<file path="src/utcl_pkg.sv">
// ----------------------------------------------------------------------------
// utcl_pkg
// Shared types, constants and the month length function for the UTC to local
// date and time converter.
// ----------------------------------------------------------------------------
package utcl_pkg;

  localparam int HOUR_W  = 5;
  localparam int DAY_W   = 5;
  localparam int MONTH_W = 4;
  localparam int YEAR_W  = 7;
  localparam int ZONE_W  = 5;
  localparam int CFG_IDX_W  = 2;
  localparam int CFG_DATA_W = 5;

  // Register indexes of the configuration port.
  localparam logic [CFG_IDX_W-1:0] REG_ZONE_OFFSET     = 2'd0;
  localparam logic [CFG_IDX_W-1:0] REG_DAYLIGHT_OFFSET = 2'd1;
  localparam logic [CFG_IDX_W-1:0] REG_TWELVE_HOUR     = 2'd2;

  localparam logic [ZONE_W-1:0] ZONE_RESET = 5'd1;

  localparam logic [HOUR_W-1:0]  HOURS_PER_DAY = 5'd24;
  localparam logic [HOUR_W-1:0]  HALF_DAY      = 5'd12;
  localparam logic [DAY_W-1:0]   LEAP_FEB_DAYS = 5'd29;
  localparam logic [MONTH_W-1:0] MONTH_JAN     = 4'd1;
  localparam logic [MONTH_W-1:0] MONTH_FEB     = 4'd2;
  localparam logic [MONTH_W-1:0] MONTH_DEC     = 4'd12;
  localparam logic [YEAR_W-1:0]  YEAR_LAST     = 7'd99;
  localparam logic [YEAR_W-1:0]  YEAR_SPAN     = 7'd100;

  localparam logic [DAY_W-1:0] MONTH_LEN [0:12] = '{
    5'd0, 5'd31, 5'd28, 5'd31, 5'd30, 5'd31, 5'd30,
    5'd31, 5'd31, 5'd30, 5'd31, 5'd30, 5'd31
  };

  typedef struct packed {
    logic [HOUR_W-1:0]  utc_hour;
    logic [DAY_W-1:0]   utc_day;
    logic [MONTH_W-1:0] utc_month;
    logic [YEAR_W-1:0]  utc_year;
  } in_item_t;

  typedef struct packed {
    logic [HOUR_W-1:0]  local_hour;
    logic [DAY_W-1:0]   local_day;
    logic [MONTH_W-1:0] local_month;
    logic [YEAR_W-1:0]  local_year;
    logic               pm_flag;
  } out_item_t;

  typedef struct packed {
    logic signed [ZONE_W-1:0] zone_offset_hours;
    logic                     daylight_offset_hours;
    logic                     twelve_hour_mode;
  } cfg_t;

  // Length of a month; months past December count as December.
  function automatic logic [DAY_W-1:0] days_in(input logic [MONTH_W-1:0] month,
                                               input logic leap);
    logic [DAY_W-1:0] len;
    if (month == MONTH_FEB && leap) begin
      len = LEAP_FEB_DAYS;
    end else if (month > MONTH_DEC) begin
      len = MONTH_LEN[12];
    end else begin
      len = MONTH_LEN[month];
    end
    return len;
  endfunction

endpackage

</file>
<file path="src/utcl_cfg.sv">
// ----------------------------------------------------------------------------
// utcl_cfg
// Configuration registers: time-zone offset, daylight offset and 12-hour mode.
// ----------------------------------------------------------------------------
module utcl_cfg (
  input  logic                              clk,
  input  logic                              rst_n,
  input  logic                              cfg_we,
  input  logic [utcl_pkg::CFG_IDX_W-1:0]    cfg_index,
  input  logic [utcl_pkg::CFG_DATA_W-1:0]   cfg_wdata,
  output utcl_pkg::cfg_t                    cfg
);

  utcl_pkg::cfg_t cfg_r;

  always_ff @(posedge clk) begin
    if (!rst_n) begin
      cfg_r.zone_offset_hours     <= utcl_pkg::ZONE_RESET;
      cfg_r.daylight_offset_hours <= 1'b0;
      cfg_r.twelve_hour_mode      <= 1'b0;
    end else if (cfg_we) begin
      unique case (cfg_index)
        utcl_pkg::REG_ZONE_OFFSET: begin
          cfg_r.zone_offset_hours <= cfg_wdata;
        end
        utcl_pkg::REG_DAYLIGHT_OFFSET: begin
          cfg_r.daylight_offset_hours <= cfg_wdata[0];
        end
        utcl_pkg::REG_TWELVE_HOUR: begin
          cfg_r.twelve_hour_mode <= cfg_wdata[0];
        end
        default: begin
          // Unused index: the write is dropped.
        end
      endcase
    end
  end

  assign cfg = cfg_r;

endmodule

</file>
<file path="src/utcl_conv.sv">
// ----------------------------------------------------------------------------
// utcl_conv
// Combinational conversion of one UTC reading into local hour and date.
// ----------------------------------------------------------------------------
module utcl_conv (
  input  utcl_pkg::in_item_t  in_item,
  input  utcl_pkg::cfg_t      cfg,
  output utcl_pkg::out_item_t out_item
);

  logic signed [6:0]              hour_sum;
  logic [utcl_pkg::HOUR_W-1:0]    hour_wrap;
  logic [utcl_pkg::HOUR_W-1:0]    hour_out;
  logic [utcl_pkg::DAY_W-1:0]     day_n;
  logic [utcl_pkg::MONTH_W-1:0]   month_n;
  logic [utcl_pkg::MONTH_W-1:0]   month_prev;
  logic [utcl_pkg::YEAR_W-1:0]    year_n;
  logic                           leap;
  logic [utcl_pkg::DAY_W-1:0]     len_cur;
  logic [utcl_pkg::DAY_W-1:0]     len_prev;
  logic [utcl_pkg::DAY_W-1:0]     day_out;
  logic [utcl_pkg::MONTH_W-1:0]   month_out;
  logic [utcl_pkg::YEAR_W-1:0]    year_out;
  logic                           pm;

  always_comb begin
    // Hour plus offsets lies in -16..47.
    hour_sum = $signed({2'b00, in_item.utc_hour})
             + $signed({{2{cfg.zone_offset_hours[utcl_pkg::ZONE_W-1]}},
                        cfg.zone_offset_hours})
             + $signed({6'b000000, cfg.daylight_offset_hours});

    // Clamp a zero day and an out-of-range month, and fold the year into 0..99.
    day_n   = (in_item.utc_day == '0) ? 5'd1 : in_item.utc_day;
    month_n = (in_item.utc_month == '0) ? utcl_pkg::MONTH_JAN :
              ((in_item.utc_month > utcl_pkg::MONTH_DEC) ? utcl_pkg::MONTH_DEC
                                                         : in_item.utc_month);
    year_n  = (in_item.utc_year >= utcl_pkg::YEAR_SPAN) ?
              in_item.utc_year - utcl_pkg::YEAR_SPAN : in_item.utc_year;
    leap    = (year_n[1:0] == 2'b00);

    month_prev = (month_n == utcl_pkg::MONTH_JAN) ? utcl_pkg::MONTH_DEC
                                                  : month_n - 4'd1;
    len_cur  = utcl_pkg::days_in(month_n, leap);
    len_prev = utcl_pkg::days_in(month_prev, leap);

    hour_wrap = hour_sum[utcl_pkg::HOUR_W-1:0];
    day_out   = day_n;
    month_out = month_n;
    year_out  = year_n;

    if (hour_sum < 0) begin
      hour_wrap = 5'(hour_sum + 7'sd24);
      if (day_n == 5'd1) begin
        // Borrow into the previous month.
        month_out = month_prev;
        day_out   = len_prev;
        if (month_n == utcl_pkg::MONTH_JAN) begin
          year_out = (year_n == '0) ? utcl_pkg::YEAR_LAST : year_n - 7'd1;
        end
      end else begin
        day_out = day_n - 5'd1;
      end
    end else if (hour_sum >= 7'sd24) begin
      hour_wrap = 5'(hour_sum - 7'sd24);
      if (day_n >= len_cur) begin
        // Carry into the next month, also from a day past the month end.
        day_out = 5'd1;
        if (month_n == utcl_pkg::MONTH_DEC) begin
          month_out = utcl_pkg::MONTH_JAN;
          year_out  = (year_n == utcl_pkg::YEAR_LAST) ? '0 : year_n + 7'd1;
        end else begin
          month_out = month_n + 4'd1;
        end
      end else begin
        day_out = day_n + 5'd1;
      end
    end

    pm       = 1'b0;
    hour_out = hour_wrap;
    if (cfg.twelve_hour_mode) begin
      pm       = (hour_wrap >= utcl_pkg::HALF_DAY);
      hour_out = pm ? hour_wrap - utcl_pkg::HALF_DAY : hour_wrap;
      if (hour_out == '0) begin
        hour_out = utcl_pkg::HALF_DAY;
      end
    end

    out_item.local_hour  = hour_out;
    out_item.local_day   = day_out;
    out_item.local_month = month_out;
    out_item.local_year  = year_out;
    out_item.pm_flag     = pm;
  end

endmodule

</file>
<file path="src/utc_to_local_date_time.sv">
// ----------------------------------------------------------------------------
// utc_to_local_date_time
// Converts a UTC hour and date from a real-time clock into local time.
// ----------------------------------------------------------------------------
// The block takes one UTC reading (hour, day, month, two-digit year) per item
// and returns one local reading per item. It adds the signed time-zone offset
// and the daylight-saving hour, keeps the hour in 0..23 and moves the date by
// one day where the hour wraps, with month lengths from a fixed table and a
// 29-day February in years divisible by four; the year wraps modulo 100. In
// 12-hour mode the hour runs 1..12 and pm_flag marks afternoon hours. An item
// passes an input register and then a result register, and its result is
// offered on out_valid once it has reached the result register. A new item is
// accepted in every cycle; the only thing that holds the input back is a
// stalled output with both registers full, in which case in_stall follows
// out_stall in the same cycle.
// Configuration writes take effect at once and should be made while no item
// is in flight.
// ----------------------------------------------------------------------------
module utc_to_local_date_time (
  input  logic                            clk,
  input  logic                            rst_n,
  // Configuration write port.
  input  logic                            cfg_we,
  input  logic [utcl_pkg::CFG_IDX_W-1:0]  cfg_index,
  input  logic [utcl_pkg::CFG_DATA_W-1:0] cfg_wdata,
  // Input items.
  input  logic                            in_valid,
  output logic                            in_stall,
  input  utcl_pkg::in_item_t              in_data,
  // Result items.
  output logic                            out_valid,
  input  logic                            out_stall,
  output utcl_pkg::out_item_t             out_data
);

  utcl_pkg::cfg_t      cfg;
  utcl_pkg::in_item_t  in_item_r;
  utcl_pkg::out_item_t conv_item;
  utcl_pkg::out_item_t out_item_r;
  logic                in_valid_r;
  logic                out_valid_r;
  logic                out_load;
  logic                in_load;

  utcl_cfg u_cfg (
    .clk       (clk),
    .rst_n     (rst_n),
    .cfg_we    (cfg_we),
    .cfg_index (cfg_index),
    .cfg_wdata (cfg_wdata),
    .cfg       (cfg)
  );

  utcl_conv u_conv (
    .in_item  (in_item_r),
    .cfg      (cfg),
    .out_item (conv_item)
  );

  // The result register can take a new item when it is empty or being read.
  assign out_load = !out_valid_r || !out_stall;
  // The input register can take an item when it is empty or moving forward.
  assign in_stall = in_valid_r && !out_load;
  assign in_load  = in_valid && !in_stall;

  always_ff @(posedge clk) begin
    if (!rst_n) begin
      in_valid_r  <= 1'b0;
      out_valid_r <= 1'b0;
    end else begin
      if (!in_stall) begin
        in_valid_r <= in_valid;
      end
      if (out_load) begin
        out_valid_r <= in_valid_r;
      end
    end
  end

  // Payload registers carry no reset.
  always_ff @(posedge clk) begin
    if (in_load) begin
      in_item_r <= in_data;
    end
    if (out_load && in_valid_r) begin
      out_item_r <= conv_item;
    end
  end

  assign out_valid = out_valid_r;
  assign out_data  = out_item_r;

endmodule
</file>
<file path="config.mk">
export PLATFORM = sky130hd
export DESIGN_NAME = utc_to_local_date_time
export DESIGN_NICKNAME = d
export VERILOG_FILES = /design/src/utcl_pkg.sv /design/src/utcl_cfg.sv /design/src/utcl_conv.sv /design/src/utc_to_local_date_time.sv
export SDC_FILE = /design/constraint.sdc
export NUM_CORES = 1
export LEC_CHECK = 0
export BUFFER_PORTS_ARGS = -buffer_cell sky130_fd_sc_hd__buf_4
export CORE_MARGIN = 2
export CORE_UTILIZATION = 57
export CTS_CLUSTER_SIZE = 25
export DETAILED_ROUTE_END_ITERATION = 8
export GPL_TIMING_DRIVEN = 0
export PLACE_DENSITY = 0.88
export SLEW_MARGIN = 20
export SYNTH_ARGS = -nofsm -noshare
export SYNTH_HDL_FRONTEND = slang
export SYNTH_SLANG_ARGS = --single-unit
</file>
<file path="constraint.sdc">
create_clock -name clk -period 4.5 [get_ports clk]
set_input_delay 0.45 -clock clk [delete_from_list [all_inputs] [get_ports clk]]
set_output_delay 0.45 -clock clk [all_outputs]
set_load 0.005 [all_outputs]
</file>
# [After elaboration in Yosys (flattened, before gate mapping)]
# Memory sizes are Yosys's and may differ from the RTL's.
# Cells that the tools add are included.
[op_classes] add_sub_neg=12 magnitude_cmp=10 n_eq_ne=8 n_mux=35 n_bitwise=2 n_reduce_logical=19
[op_table] cell="two-way mux 5 bit" count=18
[op_table] cell="two-way mux 7 bit" count=9
[op_table] cell="two-way mux 4 bit" count=8
[op_table] cell="> comparator 4 bit (second input constant)" count=3
[op_table] cell=">= comparator 5 bit (second input constant)" count=2
[op_table] cell="logical NOT 5 bit" count=2
[op_table] cell="NOT 4 -> 5 bit" count=2
[op_table] cell="subtractor 5 x 4 -> 5 bit (second input constant)" count=2
[op_table] cell="equality test 4 x 2 -> 1 bit (second input constant)" count=2
[op_table] cell="adder 6 x 5 -> 7 bit" count=1
[op_table] cell="adder 7 x 1 -> 7 bit (second input constant)" count=1
[op_table] cell="adder 7 x 2 -> 7 bit" count=1
[op_table] cell="equality test 7 bit (second input constant)" count=1
[op_table] cell=">= comparator 7 x 6 -> 1 bit (second input constant)" count=1
[op_table] cell=">= comparator 7 bit (second input constant)" count=1
[op_table] cell="logical NOT 7 bit" count=1
[op_table] cell="< comparator 7 x 1 -> 1 bit (second input constant)" count=1
[op_table] cell="subtractor 7 x 1 -> 7 bit (second input constant)" count=1
[op_table] cell="subtractor 7 bit (second input constant)" count=1
[op_table] cell="AND reduction 2 bit" count=3
[op_table] cell="adder 5 x 1 -> 5 bit (second input constant)" count=1
[op_table] cell="adder 5 x 4 -> 5 bit (second input constant)" count=1
[op_table] cell="equality test 5 x 1 -> 1 bit (second input constant)" count=1
[op_table] cell=">= comparator 5 x 4 -> 1 bit (second input constant)" count=1
[op_table] cell="other kinds (13)" count=21
[word_totals] ff_bits=52 rom_bits=160 input_bits=33 out_inout_bits=24 elab_cells=102 memories=2
[memory_table] memory="(name not given)" depth=16 word_bits=5 read_ports=1 rd_ports_with_merged_regs=0 write_ports=0 line="utcl_pkg.sv:67" rtl="len = MONTH_LEN[month];"
[memory_table] memory="(name not given)" depth=16 word_bits=5 read_ports=1 rd_ports_with_merged_regs=0 write_ports=0 line="utcl_pkg.sv:67"

# [Depth between registers and ports, before layout]
# Gate-level depths: netlist of the first run.
[logic_depth] word_depth=13 mapped_depth=18 ltp_nobuf=17

# [Hierarchy]
# Synthesis of the first run repeated with hierarchy kept, for this count alone.
[unflattened] cells_unflattened=369 hier_area_um2=3572.2
[modules_own_cells] module="utcl_conv" instances=1 cells_each=287 area_per_inst_um2=1894.3 seq_area_each_um2=0.0
[modules_own_cells] module="utc_to_local_date_time" instances=1 cells_each=51 area_per_inst_um2=1375.1 seq_area_each_um2=1331.3
[modules_own_cells] module="utcl_cfg" instances=1 cells_each=31 area_per_inst_um2=302.8 seq_area_each_um2=140.1

# [Worst setup path before layout of the first run]
# Ideal clock, no wire load.
[synth_timing] kind="register to register" start="reg in_item_r[16] (netlist name)" end="reg out_item_r, in the netlist out_data[20] (data pin)" setup_ns=0.259 arrival_ns=3.599 t_required_ns=4.241 setup_slack_ns=0.642 path_stages_with_launch=17 n_path_buf=0 period_less_slack_ns=3.858 path_cell_list="edfxtp_1 -> inv_1 -> fa_1 -> inv_1 -> fa_1 -> a21o_1 -> a21oi_4 -> xor2_4 -> ha_1 -> or3_1 -> mux2i_4 -> mux2_2 -> ha_1 -> inv_1 -> mux2i_1 -> mux2i_1 -> a211o_1"
[synth_rtl] element="from (decl)" line="utc_to_local_date_time.sv:37" rtl="utcl_pkg::in_item_t in_item_r;"
[synth_rtl] element="from (signal assigned)" line="utc_to_local_date_time.sv:83" rtl="in_item_r <= in_data;"
[synth_rtl] element="to (signal assigned)" line="utc_to_local_date_time.sv:86" rtl="out_item_r <= conv_item;"
[synth_rtl] element="to (decl)" line="utc_to_local_date_time.sv:39" rtl="utcl_pkg::out_item_t out_item_r;"

==> results of run 1 <==
## synth_stat cells, types with 3 or more instances
library cell,count
o21a_1,5
mux2i_1,9
inv_1,22
a21o_1,4
nand4_1,5
a211oi_1,10
edfxtp_1,43
nor2b_1,9
nor3b_1,3
nor3_1,13
or3_1,3
a31oi_1,9
nor2_1,26
a21oi_1,24
ha_1,26
dfxtp_1,9
nand2b_1,4
xnor2_1,7
o21ai_0,16
nand2_1,36
mux2_2,3
xor2_1,9
clkbuf_1,13
nand3_1,7
## logic make-up (layout without fill, tap and decap cells)
group	Yosys count	after routing	share of synthesized area
buffers and inverters	36	101	0.0379
adders and majority gates	28	28	0.102
AOI/OAI and AO/OA	97	97	0.193
muxes	13	13	0.0410
and+or+nand+nor	118	118	0.162
xor gates and xnor gates	18	18	0.0515
DFF	52	52	0.412
## registers in the layout, summed over array words and instances (netlist names)
register / count
in_item_r: 21
out_data: 22
out_valid: 1
in_valid_r: 1
u_cfg.cfg: 7
## worst paths after layout
path	from	slack, ns	end	depth (start not counted)
hold reg to reg	u_cfg.cfg[5]$_SDFFE_PN0P_	0.54	u_cfg.cfg[5]$_SDFFE_PN0P_	2
setup / recovery	in_item_r[17]$_DFFE_PP_	0.35	out_data[20]$_DFFE_PP_	14
hold / removal	in_data[5]	0.32	in_item_r[5]$_DFFE_PP_	1
setup reg to reg	in_item_r[17]$_DFFE_PP_	0.35	out_data[20]$_DFFE_PP_	14
## power by group
part	total (uW)	switching [uW]	leakage [uW]	internal (uW)
clock	257	147	0.0000422	110
combinational	340	189	0.00114	151
sequential	579	18.5	0.000486	560
## per-layer routing
metal	global-route usage	wire length (um)
met1	0.272	3110
met2	0.385	3850
met3	0.0417	414
met4	0.0581	48
met5	0	0
## layout make-up
class | instances | area (sq um)
Buffer | 13 | 48.8
Clock buffer | 7 | 76.3
Tap cell | 75 | 93.8
Fill cell | 464 | 1800
Multi-Input combinational cell | 274 | 1980
Inverter | 23 | 86.3
Sequential cell | 52 | 1470
Timing Repair Buffer | 57 | 432
Clock inverter | 1 | 5.00
## through the flow
stage / util / total power (uW) / area (sq um) / std cells / hold WS (ns)
after floorplan: - / 825 / 3570 / 362 / 0.466
after global placement: 0.681 / 909 / 4080 / 493 / 0.481
after detailed placement: 0.686 / 926 / 4110 / 494 / 0.520
after CTS: 0.699 / 1180 / 4190 / 502 / 0.313
after global routing: 0.699 / 1240 / 4190 / 502 / 0.305
final: 0.699 / 1180 / 4190 / 502 / 0.317
==> flow_summary_export.csv, run 1 <==
group,metric,value,unit
placed_design,dp_hpwl,5790,um
timing,fmax,0.241,GHz
routing,drc,0,
synth,synthArstFlopShare,0,
synth,syn_nets,423,
timing,setup_slack,0.349,ns
finish,final_common_cell,"buf_4",
timing,worst_pin_slew,0.905,ns
synth,syn_inst,362,
cts,cts_max_path_buffers,2,
timing,slew-limit-headroom,0.395,
die,die-area,6910,sq um
cts,post-cts-setup-buffers,0,
worst_setup_path,cp_data_arrival_time,4.21,ns
power_and_ir_drop,p_per_area,280,nW/um^2
die,core,5990,sq um
finish,n_antenna_cell,0,
worst_setup_path,cpPeakStageDelay,0.43,ns
routing,routed_wirelength,7420,um
power_and_ir_drop,peakVddDrop,0.000153,V
die,initial_core_util,0.596,
die,die_y,83.1,um
synth,synth.distinct_cells,61,
synth,yosysTopAreaCellShare,0.362,
timing,rsz0062_at_grt,"false",
synth,syn_area,3570,sq um
finish,drive_gt1_frac,0.187,
worst_setup_path,crit_family,"multiplexers",
synth,synth.yosys.seq_area_share,0.412,
finish,final_nets,487,
global_route,overflow,0,
routing,vias_per_cell,5.82,
worst_setup_path,cp_slowest_cell,"edfxtp_1",
cts,ctsHoldBuffers,0,
run_status,status,"completed",
flow_run,drv_cap,0,
worst_setup_path,worstPathMaxFanout,6,
global_route,track_usage,0.218,
die,ios,57,
routing,antenna_left,0,
synth,yosys_warnings,0,
global_route,grt_max_degree,23,
global_route,grt_pass1_vias,2803,
cts,cts_resized,0,
routing,drtPass1Iterations,4,
synth,synth_flop_cell,"edfxtp_1",
placed_design,portBuffers,56,
routing,route.vias.total,2922,
worst_setup_path,worst_setup_path_start_kind,"register",
synth,ys_seq_elements,52,
global_route,grt_pass1_wl,12500,um
timing,fin_crit,4.15,ns
worst_setup_path,crit_required,4.55,ns
worst_hold_path,hp-class,"input pin to register",
cts,htreeDepth,2,
routing,detail_route.iter0.violations,188,
placed_design,dp_slack,0.378,ns
worst_setup_path,critPathKind,"register to register",
worst_setup_path,critPathBufInv,2,
die,rows,28,
synth,synthTopCellsByArea,"edfxtp_1 (36%), ha_1 (9.1%), dfxtp_1 (5.0%)",
global_route,antenna_found_initial,0,
placed_design,gp_congestion,0.899,
synth,synth-edff-count,43,
cts,numCtsBuffers,5,
timing,fin_crit_sh,0.922,
finish,final_cell_mix,"buf_4 (56), edfxtp_1 (43), nand2_1 (36), nor2_1 (26), ha_1 (26)",
worst_setup_path,cp_common_cell,"ha_1",
cts,ctsRootBufferMaster,"clkbuf_8",
die,die_w,83.1,um
synth,synth_top_area_cell,"edfxtp_1",
timing,finalSetupTns,0,ns
timing,drv_slew,0,
timing,hold_viol,0,
cts,cts_tree,"yes",
finish,syn_to_final_growth,17.4,%
worst_setup_path,cp_cell_sequence,"ha_1 > nor2b_1 > o31ai_1 > xor2_1 > inv_2 > ha_1 > or3_1 > mux2i_4 > mux2_2 > ha_1 > inv_1 > mux2i_1 > mux2i_1 > a211o_1",
cts,clk_latency,0.30,ns
routing,wl_per_cell,14.8,um
worst_setup_path,end_kind,"register",
timing,setup_viol,0,
cts,cts.sinks,52,
synth,synth_area_per_cell,9.86,sq um
power_and_ir_drop,p_leak,0.00167,uW
timing,fin_worst_skew,0.0105,ns
cts,cts.clk_slew.worst_paths,0.09,ns
No activity file was read; power rests on OpenSTA's default activity.
==> run 2: changes to the inputs <==
--- a/config.mk
+++ b/config.mk
@@ -8,6 +8,7 @@
 export BUFFER_PORTS_ARGS = -buffer_cell sky130_fd_sc_hd__buf_4
 export CORE_MARGIN = 2
 export CORE_UTILIZATION = 57
+export CTS_BUF_LIST = sky130_fd_sc_hd__clkbuf_16
 export CTS_CLUSTER_SIZE = 25
 export DETAILED_ROUTE_END_ITERATION = 8
 export GPL_TIMING_DRIVEN = 0
==> run 2 against run 1 <==
Effect of this change: first-iteration DRC count down 18%; fmax about the same; critical endpoint unchanged; wire length is 1.3% higher; non-clock buffer count stayed put; global-route usage rose by 0.51 points; largest power group unchanged; clock power up 40%; clock skew fell by 0.0032 ns; cell count unchanged.
==> flow_summary_export.csv, run 2 (synthesis results as in run 1) <==
group,metric,value,unit
finish,final_cell_mix,"buf_4 (56), edfxtp_1 (43), nand2_1 (36), nor2_1 (26), ha_1 (26)",
worst_setup_path,cp_cell_sequence,"ha_1 > nor2b_1 > o31ai_1 > xor2_1 > inv_2 > ha_1 > or3_1 > mux2i_4 > mux2_2 > ha_1 > inv_1 > mux2i_1 > mux2i_1 > a211o_1",
timing,drv_slew,0,
routing,met2_length,3940,um
routing,wl_met3,400,um
routing,detail_route.iter0.violations,154,
worst_setup_path,crit_required,4.54,ns
routing,routed_wirelength,7520,um
routing,top_layer_used,"met4",
power_and_ir_drop,p_per_area,302,nW/um^2
finish,largest_reg_flops,22,
cts,cts.clk_slew.worst_paths,0.07,ns
timing,finalSetupTns,0,ns
die,die_y,83.1,um
worst_setup_path,worst_setup_path_start_kind,"register",
flow_run,drv_cap,0,
cts,cts_max_path_buffers,2,
cts,clk_latency,0.29,ns
worst_setup_path,critPathKind,"register to register",
routing,antenna_left,0,
global_route,grt_max_degree,23,
routing,drtPass1Iterations,4,
finish,final_common_cell,"buf_4",
cts,cts_tree,"yes",
cts,htreeDepth,2,
run_status,status,"completed",
worst_setup_path,critPathBufInv,2,
worst_setup_path,crit_family,"multiplexers",
timing,fin_worst_skew,0.00726,ns
routing,wl_per_cell,15.0,um
finish,syn_to_final_growth,19.0,%
die,rows,28,
finish,postLayoutCoreUtil,0.709,
die,core,5990,sq um
finish,n_antenna_cell,0,
placed_design,portBuffers,56,
timing,worst_pin_slew,0.904,ns
timing,fin_crit_sh,0.922,
global_route,track_usage,0.223,
timing,fmax,0.241,GHz
placed_design,dp_hpwl,5790,um
routing,wl_met1,3110,um
die,initial_core_util,0.596,
timing,slew-limit-headroom,0.396,
cts,cts_resized,0,
cts,ctsHoldBuffers,0,
global_route,overflow,0,
power_and_ir_drop,peakVddDrop,0.000220,V
global_route,grt_pass1_wl,12700,um
timing,fin_crit,4.15,ns
worst_setup_path,end_kind,"register",
worst_setup_path,worstPathMaxFanout,6,
placed_design,gp_congestion,0.899,
die,die-area,6910,sq um
cts,cts.sinks,52,
power_and_ir_drop,p_leak,0.00170,uW
timing,hold_viol,0,
timing,rsz0062_at_grt,"false",
worst_hold_path,hp-class,"input pin to register",
routing,vias_per_cell,5.87,
finish,final_nets,487,
routing,drc,0,
cts,numCtsBuffers,5,
worst_setup_path,cp_data_arrival_time,4.19,ns
timing,setup_viol,0,
cts,post-cts-setup-buffers,0,
worst_setup_path,cpPeakStageDelay,0.42,ns
timing,fin_worst_hold_slack,0.331,ns
worst_setup_path,cp_slowest_cell,"edfxtp_1",
worst_setup_path,cp_common_cell,"ha_1",
finish,drive_gt1_frac,0.187,
die,ios,57,
cts,ctsRootBufferMaster,"clkbuf_16",
routing,route.vias.total,2948,
global_route,grt_pass1_vias,2807,
die,die_w,83.1,um
global_route,antenna_found_initial,0,
-- run 2: changes by cell type in the layout (fill, tap and decap cells not counted) --
cell,previous run,this run
clkbuf_16,0,5
clkbuf_8,5,0
clkbuf_1,15,13
inv_1,22,24
-- run 2: power by group --
part           switching, uW  internal (uW)  leakage (uW)
clock                    159            201     0.0000762
combinational            190            151       0.00114
sequential              18.3            561      0.000486
total                    367            913       0.00170
-- run 2: final timing paths --
kind / startpoint / to / slack [ns] / depth (start not counted)
setup / recovery: in_item_r[17]$_DFFE_PP_ / out_data[20]$_DFFE_PP_ / 0.35 / 14
hold / removal: in_data[5] / in_item_r[5]$_DFFE_PP_ / 0.33 / 1
setup reg to reg: in_item_r[17]$_DFFE_PP_ / out_data[20]$_DFFE_PP_ / 0.35 / 14
hold reg to reg: u_cfg.cfg[5]$_SDFFE_PN0P_ / u_cfg.cfg[5]$_SDFFE_PN0P_ / 0.54 / 2
-- run 2: layout make-up --
type | count | area [sq um]
fillers | 451 | 1750
clock buffers | 5 | 125
inverters | 23 | 86.3
well taps | 75 | 93.8
repair buffers | 57 | 432
flip-flops and latches | 52 | 1470
multi-input cells | 274 | 1980
clock inverters | 3 | 12.5
plain buffers | 13 | 48.8
-- run 2: stage by stage --
stage               instances  total power (uW)  setup slack, ns  cell area (sq um)
floorplan                 362               825            0.642               3570
detailed placement        494               926            0.378               4110
finish                    502              1280            0.351               4250
CTS                       502              1290            0.342               4250
global route              502              1340           0.0666               4250
global placement          493               909            0.438               4080
-- run 2: per-layer routing --
layer / track usage / vias up
met2: 0.400 / 75
met4: 0.0537 / 0
li1: - / 1463
met5: 0 / -
met3: 0.0447 / 6
met1: 0.275 / 1404
